==> src/rtl/core/md5_pkg.sv <==
// ---------------------------------------------------------------------------
// MD5 package
// Transfer types, chaining constants, round constants and per-round tables
// shared by the digest engine and its round unit.
// ---------------------------------------------------------------------------
`default_nettype none

package md5_pkg;

  // Input transfer: one optional message byte and an end mark
  typedef struct packed {
    logic [7:0] data_byte;
    logic       byte_valid;
    logic       end_of_message;
  } md5_in_t;

  // Output transfer: the 16-byte digest, byte 0 in digest_low[7:0]
  typedef struct packed {
    logic [63:0] digest_low;
    logic [63:0] digest_high;
  } md5_out_t;

  // Working words of the compression
  typedef struct packed {
    logic [31:0] a;
    logic [31:0] b;
    logic [31:0] c;
    logic [31:0] d;
  } md5_abcd_t;

  localparam logic [31:0] IV_A = 32'h6745_2301;
  localparam logic [31:0] IV_B = 32'hefcd_ab89;
  localparam logic [31:0] IV_C = 32'h98ba_dcfe;
  localparam logic [31:0] IV_D = 32'h1032_5476;

  localparam logic [7:0] PAD_MARK    = 8'h80;
  localparam logic [5:0] LEN_POS     = 6'd56;
  localparam int unsigned BLOCK_BYTES = 64;
  localparam int unsigned BLOCK_WORDS = BLOCK_BYTES / 4;
  localparam int unsigned ROUNDS      = 64;

  // Additive constant of each round
  function automatic logic [31:0] md5_k(input logic [5:0] rnd);
    logic [31:0] k;
    unique case (rnd)
      6'd0:  k = 32'hd76aa478;  6'd1:  k = 32'he8c7b756;
      6'd2:  k = 32'h242070db;  6'd3:  k = 32'hc1bdceee;
      6'd4:  k = 32'hf57c0faf;  6'd5:  k = 32'h4787c62a;
      6'd6:  k = 32'ha8304613;  6'd7:  k = 32'hfd469501;
      6'd8:  k = 32'h698098d8;  6'd9:  k = 32'h8b44f7af;
      6'd10: k = 32'hffff5bb1;  6'd11: k = 32'h895cd7be;
      6'd12: k = 32'h6b901122;  6'd13: k = 32'hfd987193;
      6'd14: k = 32'ha679438e;  6'd15: k = 32'h49b40821;
      6'd16: k = 32'hf61e2562;  6'd17: k = 32'hc040b340;
      6'd18: k = 32'h265e5a51;  6'd19: k = 32'he9b6c7aa;
      6'd20: k = 32'hd62f105d;  6'd21: k = 32'h02441453;
      6'd22: k = 32'hd8a1e681;  6'd23: k = 32'he7d3fbc8;
      6'd24: k = 32'h21e1cde6;  6'd25: k = 32'hc33707d6;
      6'd26: k = 32'hf4d50d87;  6'd27: k = 32'h455a14ed;
      6'd28: k = 32'ha9e3e905;  6'd29: k = 32'hfcefa3f8;
      6'd30: k = 32'h676f02d9;  6'd31: k = 32'h8d2a4c8a;
      6'd32: k = 32'hfffa3942;  6'd33: k = 32'h8771f681;
      6'd34: k = 32'h6d9d6122;  6'd35: k = 32'hfde5380c;
      6'd36: k = 32'ha4beea44;  6'd37: k = 32'h4bdecfa9;
      6'd38: k = 32'hf6bb4b60;  6'd39: k = 32'hbebfbc70;
      6'd40: k = 32'h289b7ec6;  6'd41: k = 32'heaa127fa;
      6'd42: k = 32'hd4ef3085;  6'd43: k = 32'h04881d05;
      6'd44: k = 32'hd9d4d039;  6'd45: k = 32'he6db99e5;
      6'd46: k = 32'h1fa27cf8;  6'd47: k = 32'hc4ac5665;
      6'd48: k = 32'hf4292244;  6'd49: k = 32'h432aff97;
      6'd50: k = 32'hab9423a7;  6'd51: k = 32'hfc93a039;
      6'd52: k = 32'h655b59c3;  6'd53: k = 32'h8f0ccc92;
      6'd54: k = 32'hffeff47d;  6'd55: k = 32'h85845dd1;
      6'd56: k = 32'h6fa87e4f;  6'd57: k = 32'hfe2ce6e0;
      6'd58: k = 32'ha3014314;  6'd59: k = 32'h4e0811a1;
      6'd60: k = 32'hf7537e82;  6'd61: k = 32'hbd3af235;
      6'd62: k = 32'h2ad7d2bb;  6'd63: k = 32'heb86d391;
      default: k = 32'h0;
    endcase
    return k;
  endfunction

  // Left-rotate amount, chosen by phase and the low two round bits
  function automatic logic [4:0] md5_rot(input logic [5:0] rnd);
    logic [4:0] s;
    unique case ({rnd[5:4], rnd[1:0]})
      4'd0:  s = 5'd7;   4'd1:  s = 5'd12;  4'd2:  s = 5'd17;  4'd3:  s = 5'd22;
      4'd4:  s = 5'd5;   4'd5:  s = 5'd9;   4'd6:  s = 5'd14;  4'd7:  s = 5'd20;
      4'd8:  s = 5'd4;   4'd9:  s = 5'd11;  4'd10: s = 5'd16;  4'd11: s = 5'd23;
      4'd12: s = 5'd6;   4'd13: s = 5'd10;  4'd14: s = 5'd15;  4'd15: s = 5'd21;
      default: s = 5'd0;
    endcase
    return s;
  endfunction

  // Message word used by each round
  function automatic logic [3:0] md5_msg_idx(input logic [5:0] rnd);
    logic [3:0] r;
    logic [3:0] g;
    r = rnd[3:0];
    unique case (rnd[5:4])
      2'd0: g = r;
      2'd1: g = {r[1:0], 2'b00} + r + 4'd1;
      2'd2: g = {r[2:0], 1'b0} + r + 4'd5;
      2'd3: g = {r[0], 3'b000} - r;
      default: g = r;
    endcase
    return g;
  endfunction

endpackage

`default_nettype wire

==> src/rtl/core/md5_round.sv <==
// ---------------------------------------------------------------------------
// MD5 round unit
// One compression round: mixing function, four-term add, rotate, add.
// ---------------------------------------------------------------------------
`default_nettype none

module md5_round import md5_pkg::*; (
  input  md5_abcd_t   cur_i,
  input  logic [31:0] word_i,
  input  logic [5:0]  rnd_i,
  output md5_abcd_t   nxt_o
);

  logic [31:0] f;
  logic [31:0] t;
  logic [63:0] rot_dbl;

  always_comb begin
    unique case (rnd_i[5:4])
      2'd0: f = (cur_i.b & cur_i.c) | (~cur_i.b & cur_i.d);
      2'd1: f = (cur_i.b & cur_i.d) | (cur_i.c & ~cur_i.d);
      2'd2: f = cur_i.b ^ cur_i.c ^ cur_i.d;
      2'd3: f = cur_i.c ^ (cur_i.b | ~cur_i.d);
      default: f = '0;
    endcase
  end

  assign t       = cur_i.a + f + word_i + md5_k(rnd_i);
  assign rot_dbl = {t, t} << md5_rot(rnd_i);

  // Shift the words along; only b takes new arithmetic
  assign nxt_o.a = cur_i.d;
  assign nxt_o.d = cur_i.c;
  assign nxt_o.c = cur_i.b;
  assign nxt_o.b = cur_i.b + rot_dbl[63:32];

endmodule

`default_nettype wire

==> src/rtl/core/md5_message_digest_top.sv <==
// ---------------------------------------------------------------------------
// MD5 message digest engine
// Collects message bytes into a 64-byte block, compresses each full block
// with one shared round unit, pads at the end mark and returns the digest.
// ---------------------------------------------------------------------------
//
//  channel | direction | handshake               | payload
//  --------+-----------+-------------------------+---------------------------
//  in      | to block  | in_valid_i / in_stall_o | md5_in_t  (byte, marks)
//  out     | from block| out_valid_o/out_stall_i | md5_out_t (digest halves)
//
//  A plain byte transfer leaves the engine idle. A byte that completes the
//  block starts 64 rounds through the single round unit, then a fold of
//  the result into the chaining words. An end mark adds a padding sweep
//  of one block byte per cycle from the fill position to the block end
//  and one more compression; with 56 or more bytes filled a second full
//  sweep and compression follow. The input stalls throughout that work.
//  Reset loads the initial chaining words and clears the bit count; the
//  block store needs no clearing since padding writes every byte it reads.
//  A digest held against out_stall_i keeps the engine in its final step.
// ---------------------------------------------------------------------------
`default_nettype none

module md5_message_digest_top import md5_pkg::*; (
  input  logic     clk_i,
  input  logic     rst_ni,
  input  logic     in_valid_i,
  output logic     in_stall_o,
  input  md5_in_t  in_data_i,
  output logic     out_valid_o,
  input  logic     out_stall_i,
  output md5_out_t out_data_o
);

  typedef enum logic [1:0] {
    S_IDLE,
    S_ROUND,
    S_FINAL,
    S_PAD
  } state_e;

  // What follows the fold of a compression
  typedef enum logic [1:0] {
    AFT_IDLE,
    AFT_PAD,
    AFT_OUT
  } after_e;

  state_e      state_q;
  after_e      after_q;
  logic [31:0] chain_q [4];
  logic [63:0] count_q;
  md5_abcd_t   work_q;
  md5_abcd_t   work_nxt;
  logic [5:0]  rnd_q;
  logic [5:0]  pad_idx_q;
  logic        mark_q;
  logic        len_q;
  logic        out_valid_q;
  md5_out_t    out_q;

  // Block store: sixteen little-endian words, byte-addressed on write
  logic [3:0][7:0] blk_q [BLOCK_WORDS];
  logic            wr_en;
  logic [5:0]      wr_idx;
  logic [7:0]      wr_byte;

  logic       accept;
  logic [5:0] pos;
  logic [5:0] pos_nxt;
  logic [5:0] pos_after;
  logic [7:0] pad_byte;
  logic       out_free;
  logic       out_load;
  logic [31:0] sum [4];

  assign accept    = in_valid_i && (state_q == S_IDLE);
  assign in_stall_o = (state_q != S_IDLE);
  assign pos       = count_q[8:3];
  assign pos_nxt   = pos + 6'd1;
  assign pos_after = in_data_i.byte_valid ? pos_nxt : pos;
  assign out_free  = !(out_valid_q && out_stall_i);
  assign out_load  = (state_q == S_FINAL) && (after_q == AFT_OUT) && out_free;

  // Mark byte first, then zeros; the last eight bytes hold the bit count when the sweep carries it
  always_comb begin
    priority if (mark_q) begin
      pad_byte = PAD_MARK;
    end else if (len_q && (pad_idx_q >= LEN_POS)) begin
      pad_byte = count_q[{pad_idx_q[2:0], 3'b000} +: 8];
    end else begin
      pad_byte = '0;
    end
  end

  always_comb begin
    wr_en   = 1'b0;
    wr_idx  = pad_idx_q;
    wr_byte = pad_byte;
    if (accept && in_data_i.byte_valid) begin
      wr_en   = 1'b1;
      wr_idx  = pos;
      wr_byte = in_data_i.data_byte;
    end else if (state_q == S_PAD) begin
      wr_en = 1'b1;
    end
  end

  always_ff @(posedge clk_i) begin
    if (wr_en) begin
      blk_q[wr_idx[5:2]][wr_idx[1:0]] <= wr_byte;
    end
  end

  md5_round u_round (
    .cur_i  (work_q),
    .word_i (blk_q[md5_msg_idx(rnd_q)]),
    .rnd_i  (rnd_q),
    .nxt_o  (work_nxt)
  );

  assign sum[0] = chain_q[0] + work_q.a;
  assign sum[1] = chain_q[1] + work_q.b;
  assign sum[2] = chain_q[2] + work_q.c;
  assign sum[3] = chain_q[3] + work_q.d;

  // Working words and digest payload: no reset needed; hold the working
  // words through the final step so a stalled digest keeps its sum
  always_ff @(posedge clk_i) begin
    if (state_q == S_ROUND) begin
      work_q <= work_nxt;
    end else if (state_q != S_FINAL) begin
      work_q <= '{a: chain_q[0], b: chain_q[1], c: chain_q[2], d: chain_q[3]};
    end
    if (out_load) begin
      out_q.digest_low  <= {sum[1], sum[0]};
      out_q.digest_high <= {sum[3], sum[2]};
    end
  end

  always_ff @(posedge clk_i or negedge rst_ni) begin
    if (!rst_ni) begin
      state_q     <= S_IDLE;
      after_q     <= AFT_IDLE;
      chain_q[0]  <= IV_A;
      chain_q[1]  <= IV_B;
      chain_q[2]  <= IV_C;
      chain_q[3]  <= IV_D;
      count_q     <= '0;
      rnd_q       <= '0;
      pad_idx_q   <= '0;
      mark_q      <= 1'b0;
      len_q       <= 1'b0;
      out_valid_q <= 1'b0;
    end else begin
      // drop the digest once taken, unless a new one replaces it
      if (out_valid_q && !out_stall_i && !out_load) begin
        out_valid_q <= 1'b0;
      end
      unique case (state_q)
        S_IDLE: begin
          if (accept) begin
            if (in_data_i.byte_valid) begin
              count_q <= count_q + 64'd8;
            end
            priority if (in_data_i.byte_valid && pos_nxt == '0) begin
              // block full: compress, then pad from the start if marked
              state_q   <= S_ROUND;
              rnd_q     <= '0;
              after_q   <= in_data_i.end_of_message ? AFT_PAD : AFT_IDLE;
              pad_idx_q <= '0;
              mark_q    <= 1'b1;
              len_q     <= 1'b1;
            end else if (in_data_i.end_of_message) begin
              state_q   <= S_PAD;
              pad_idx_q <= pos_after;
              mark_q    <= 1'b1;
              len_q     <= (pos_after < LEN_POS);
            end else begin
              state_q <= S_IDLE;
            end
          end
        end
        S_PAD: begin
          mark_q    <= 1'b0;
          pad_idx_q <= pad_idx_q + 6'd1;
          if (&pad_idx_q) begin
            // sweep done: compress; a sweep without the length needs another
            state_q   <= S_ROUND;
            rnd_q     <= '0;
            after_q   <= len_q ? AFT_OUT : AFT_PAD;
            pad_idx_q <= '0;
            len_q     <= 1'b1;
          end
        end
        S_ROUND: begin
          rnd_q <= rnd_q + 6'd1;
          if (&rnd_q) begin
            state_q <= S_FINAL;
          end
        end
        S_FINAL: begin
          unique case (after_q)
            AFT_IDLE: begin
              chain_q <= sum;
              state_q <= S_IDLE;
            end
            AFT_PAD: begin
              chain_q <= sum;
              state_q <= S_PAD;
            end
            AFT_OUT: begin
              // hold until the output register is free, then restart
              if (out_free) begin
                out_valid_q <= 1'b1;
                chain_q[0]  <= IV_A;
                chain_q[1]  <= IV_B;
                chain_q[2]  <= IV_C;
                chain_q[3]  <= IV_D;
                count_q     <= '0;
                state_q     <= S_IDLE;
              end
            end
            default: state_q <= S_IDLE;
          endcase
        end
        default: state_q <= S_IDLE;
      endcase
    end
  end

  assign out_valid_o = out_valid_q;
  assign out_data_o  = out_q;

endmodule

`default_nettype wire
==> config.mk <==
export PLATFORM = sky130hd
export DESIGN_NAME = md5_message_digest_top
export DESIGN_NICKNAME = d
export VERILOG_FILES = /design/src/rtl/core/md5_pkg.sv /design/src/rtl/core/md5_round.sv /design/src/rtl/core/md5_message_digest_top.sv
export SDC_FILE = /design/constraint.sdc
export NUM_CORES = 2
export LEC_CHECK = 0
export BUFFER_PORTS_ARGS = -buffer_cell sky130_fd_sc_hd__buf_4
export CAP_MARGIN = 25
export CELL_PAD_IN_SITES_DETAIL_PLACEMENT = 1
export CELL_PAD_IN_SITES_GLOBAL_PLACEMENT = 1
export CORE_AREA = 2 2 366 368
export CTS_BUF_LIST = sky130_fd_sc_hd__clkbuf_4 sky130_fd_sc_hd__clkbuf_8
export CTS_CLUSTER_SIZE = 28
export DETAILED_ROUTE_END_ITERATION = 10
export DIE_AREA = 0 0 368 370
export MAX_ROUTING_LAYER = met4
export PLACE_DENSITY = 0.72
export SLEW_MARGIN = 20
export SYNTH_ARGS = -nofsm -noshare
export SYNTH_HDL_FRONTEND = slang
export SYNTH_HIERARCHICAL = 1
export SYNTH_SLANG_ARGS = --single-unit
==> constraint.sdc <==
create_clock -name clk_i -period 12.6 [get_ports clk_i]
set_input_delay 2.52 -clock clk_i [delete_from_list [all_inputs] [get_ports clk_i]]
set_output_delay 2.52 -clock clk_i [all_outputs]
set_load 0.01 [all_outputs]
# --- Word level (Yosys, flattened, before mapping) ---
# Memory sizes are Yosys's and may differ from the RTL's.
# Cells that the tools add are included.
op_classes:
  add_sub_neg: 17
  n_mul: 0
  n_div: 0
  n_lt_le_gt_ge: 4
  n_eq_ne: 19
  shifts: 2
  mux: 58
  bitwise: 12
  n_reduce_logical: 33
ops:
  columns: ["operator", "n"]
  rows:
  - ["$mux 128", 3]
  - ["$add 32x32->32", 8]
  - ["$mux 64", 4]
  - ["$pmux 128 s2", 1]
  - ["$and 32x32->32", 4]
  - ["$pmux 32 s4", 1]
  - ["$pmux 64 s2", 1]
  - ["$or 32x32->32", 3]
  - ["$xor 32x32->32", 3]
  - ["$add 64x4->64 const B", 1]
  - ["$not 32->32", 2]
  - ["$shiftx 64x7->8", 1]
  - ["$shl 64x5->64", 1]
  - ["$mux 6", 9]
  - ["$mux 32", 1]
  - ["$mux 8", 4]
  - ["$mux 2", 10]
  - ["$add 6x1->6 const B", 3]
  - ["$pmux 6 s3", 1]
  - ["$demux 8 s2", 1]
  - ["$pmux 4 s4", 1]
  - ["$reduce_and 4->1", 4]
  - ["$mux 1", 15]
  - ["$pmux 6 s2", 1]
  - ["other kinds (27)", 62]
totals:
  regBits: 467
  latch_bits: 0
  mem_bits_rw: 512
  romBits: 2128
  in_bits: 14
  out_inout_bits: 130
  elab_cells: 166
  mem_count: 3
mem_list:
  columns: ["name", "words", "width", "rd", "rd_clocked_by_memory_dff", "write_ports", "line", "text"]
  rows:
  - ["(name not given)", 64, 32, 1, 0, 0, "md5_pkg.sv:45", "unique case (rnd)"]
  - ["blk_q", 16, 32, 1, 0, 1, "md5_message_digest_top.sv:63", "logic [3:0][7:0] blk_q [BLOCK_WORDS];"]
  - ["(name not given)", 16, 5, 1, 0, 0, "md5_pkg.sv:86", "unique case ({rnd[5:4], rnd[1:0]})"]

# --- Logic depth before layout (Yosys ltp) ---
logic_depth:
  word_depth: 10
  mapped_depth: 43
  mapped_depth_nobuf: 42

# --- Cells and area by module ---
# The synthesis kept the hierarchy.
modules_own_cells:
  columns: ["mod", "instances", "cells_per_inst", "area_each_um2", "seq_area_each_um2"]
  rows:
  - ["md5_message_digest_top", 1, 3177, 45578.7, 28347.2]
  - ["md5_round", 1, 1824, 12164.2, 0.0]

# --- Worst setup path after synthesis ---
# No wires, ideal clock.
synth_timing:
  path_kind: "register to register"
  from: "register rnd_q[1]"
  to: "register work_q[95] (netlist bit) (data pin)"
  setup_ps: 260
  t_arrival_ps: 9338
  required_ps: 12340
  path_slack_ps: 3002
  path_stages_with_launch: 42
  n_path_buf: 2
  synth_period_minus_slack_ps: 9598
  cell_sequence: "dfrtp_1 -> inv_1 -> ha_1 -> inv_1 -> fa_1 -> o32ai_1 -> a21oi_1 -> clkbuf_1 -> clkbuf_1 -> a211oi_1 -> a21oi_1 -> inv_1 -> fa_1 -> fa_1 -> inv_1 -> ha_1 -> inv_1 -> fa_1 -> [6 not listed] -> a211o_1 -> o221a_2 -> mux2_2 -> mux2_2 -> mux2i_1 -> ha_1 -> a21oi_1 -> o21ai_0 -> a21boi_0 -> o211ai_1 -> a221oi_1 -> o31ai_1 -> o22ai_1 -> o21ai_0 -> a21oi_1 -> xor2_1 -> xnor2_1 -> mux2_2"
synth_rtl:
  columns: ["element", "line", "text"]
  rows:
  - ["start, declared", "md5_message_digest_top.sv:55", "logic [5:0] rnd_q;"]
  - ["start signal, assigned", "md5_message_digest_top.sv:197", "rnd_q <= rnd_q + 6'd1;"]
  - ["end signal, assigned", "md5_message_digest_top.sv:131", "work_q <= work_nxt;"]
  - ["end signal, assigned", "md5_message_digest_top.sv:133", "work_q <= '{a: chain_q[0], b: chain_q[1], c: chain_q[2], d: chain_q[3]};"]
  - ["end, declared", "md5_message_digest_top.sv:53", "md5_abcd_t work_q;"]

==> summary.md <==
| Metric | Value |
|---|---|
| Status | `finished clean` |
| First-pass GRT wire length | `283000 um` |
| CTS root buf | `clkbuf_8` |
| Vias in the first global route | `43543` |
| Cell Area, Synth | `57700 um^2` |
| CTS Buffer Depth | `3` |
| Worst setup SP type | `register` |
| Postcts setup bufs | `0` |
| Synth Warn # | `6` |
| Top delay family on crit path | `compound AO/OA/AOI/OAI gates` |
| Clock Skew | `38.5 ps` |
| Most common cell on crit path | `o21ai_0` |
| Final WL | `189000 um` |
| Async SR Flop Fraction | `21.3%` |
| Core area | `132000 um^2` |
| CP max FO | `41` |
| Buf/Inv on CP | `4` |
| Wire per inst | `27.2 um` |
| Endpoints failing hold | `0` |
| CTS tree | `done` |
| Final min period | `10880 ps` |
| RePlAce Congestion | `0.954` |
| Normalized max-slew margin | `22.4%` |
| Least-Margin Pin Slew | `1160 ps` |
| Die height | `370 um` |
| H-tree level count | `4` |
| # DRC | `0` |
| Detail Placement HPWL | `136000 um` |
| Post-synth top flop | `edfxtp_1` |
| NumNets Final | `5333` |
| Layout cells sized above 1 | `18.8%` |
| Starting DRT DRC Count | `4067` |
| Slew Viols, Final | `0` |
| Via count | `42759` |
| Total negative slack | `0 ps` |
| Syn avg cell area | `11.5 um^2` |
| Post-synthesis sequential area ratio | `49.1%` |
| Post-synth net total | `5308` |
| Initial antenna violation count | `6` |
| WHS | `523 ps` |
| Critical Path Max Stage Delay | `590 ps` |
| Starting Density | `43.6%` |
| GRT overflow | `0` |
| Vias per inst | `6.16` |
| Drt pass-1 iters | `6` |
| Num CTS Buffers | `171` |
| Arr. time, crit path | `11520 ps` |
| CP Capture Type | `register` |
| Flops & latches, synth | `976` |
| Design area | `63600 um^2` |
| Layout area overhead | `10.2%` |
| F_max | `91.9 MHz` |
| Antenna-violating nets left | `0` |
| # rows | `134` |
| Min-Delay Path Class | `reg2reg` |
| RSZ-0062 raised after global routing | `no` |
| Cells after synthesis | `5001` |
| DIE AREA | `136000 um^2` |
| CP max-delay cell | `o21ai_4` |
| CTS sink cnt | `976` |
| Port Buffers | `143` |
| Resize count post-CTS | `0` |
| Worst Setup Path Type | `reg2reg` |
| Post-DP Area | `60100 um^2` |
| GRT Overall Usage | `28.2%` |
| EDFF count, synth | `768` |
| WP data required | `13240 ps` |
| Die Wd | `368 um` |
| Final period utilization | `86.4%` |
| Largest net degree at the start of global routing | `97` |
| Clk slew on worst S/H paths | `60 ps` |
| CTS Hold Buffers Added | `0` |
| Distinct cells, synth | `95` |
| Top Ports | `144` |
| Clk_lat worst skew | `910 ps` |
| Final setup fails | `0` |
| Max-cap violations | `0` |
[state kept, by name, summed over array words and instances, names as in the netlist]
name	count
blk_q	512
count_q	61
rnd_q	6
state_q	2
out_valid_o	1
after_q	2
out_data_o	128
pad_idx_q	6
len_q	1
mark_q	1
work_q	128
chain_q	128
[through the flow]
stage | setup WS [ps] | instances | util, %
after floorplan | 3000 | 5001 | -
after global placement | 2130 | 6619 | 45.4
after detailed placement | 1930 | 6621 | 45.4
after CTS | 1840 | 6938 | 48.0
after global routing | 1010 | 6946 | 48.0
final | 1720 | 6947 | 48.0
[worst reg2reg max path: cells and delay by family, from the launching register on]
kind,cells,cell delay (ps)
flip-flops,1,580
multiplexers,4,1120
adder cells (fa/ha/maj),6,2530
buffers and inverters,4,940
AO/OA/AOI/OAI,18,4210
AND/OR/NAND/NOR,4,860
XOR/XNOR,3,410
[cells by family after synthesis]
kind of cell,Yosys count,synth area share [%]
fa+ha+maj,293,7.23
xor+xnor,260,3.94
flops,976,49.1
buf+inv,548,4.30
compound gates,1318,15.0
simple gates,1209,9.97
mux,397,10.5
[final timing paths]
| check | to | cells after the start | slack, ps | from |
|---|---|---|---|---|
| min reg2reg | chain_q[42]$_DFFE_PN1P_ | 1 | 520 | chain_q[42]$_DFFE_PN1P_ |
| min | chain_q[42]$_DFFE_PN1P_ | 1 | 520 | chain_q[42]$_DFFE_PN1P_ |
| min in group asynchronous | count_q[62]$_DFFE_PN0P_ | 1 | 1680 | rst_ni |
| max in group asynchronous | rnd_q[4]$_DFFE_PN0P_ | 2 | 9260 | rst_ni |
| max reg2reg | work_q[95]$_DFFE_PP_ | 39 | 1720 | rnd_q[0]$_DFFE_PN0P_ |
| max | work_q[95]$_DFFE_PP_ | 39 | 1720 | rnd_q[0]$_DFFE_PN0P_ |
[per-layer routing]
layer	GRT usage [%]	routed length, um
met5	-	0
met4	11.6	8060
met3	3.79	9850
met2	45.1	90600
met1	36.3	80300
[layout by cell type, fill, tap and decap left out, drive strengths merged, types with 144 or more instances in the layout]
cell type	netlist	routed
o21ai	286	286
edfxtp	768	768
ha	225	225
mux4	150	150
dfrtp	144	144
buf	162	215
clkbuf	201	224
nor2	355	355
a21oi	338	338
nand2	332	332
mux2	147	147
xnor2	154	154
inv	183	191
[Yosys cell counts, drive strengths merged, types with 100 or more instances]
| master | number | area [um^2] |
|---|---|---|
| mux4 | 150 | 3380 |
| o211ai | 109 | 823 |
| nor2 | 355 | 1330 |
| a21oi | 338 | 1700 |
| xnor2 | 154 | 1350 |
| mux2i | 100 | 1000 |
| nand2 | 332 | 1250 |
| dfrtp | 144 | 3600 |
| nand3 | 133 | 666 |
| mux2 | 147 | 1660 |
| clkbuf | 201 | 754 |
| xor2 | 106 | 928 |
| buf | 162 | 1030 |
| o21ai | 286 | 1440 |
| edfxtp | 768 | 23100 |
| ha | 225 | 2820 |
| inv | 183 | 687 |
[cell type report]
| type | instances | area [um^2] |
|---|---|---|
| fill | 14052 | 68800 |
| sequential | 976 | 28400 |
| multi-input combinational | 3477 | 27100 |
| clock buffer | 224 | 2800 |
| tap | 1768 | 2210 |
| timing repair buffer | 215 | 1690 |
| clock inverter | 93 | 706 |
| inverter | 185 | 699 |
| antenna | 9 | 22.5 |
Power is not shown: default switching activity piles up to over one toggle a cycle in this logic, so the estimate is an artifact.
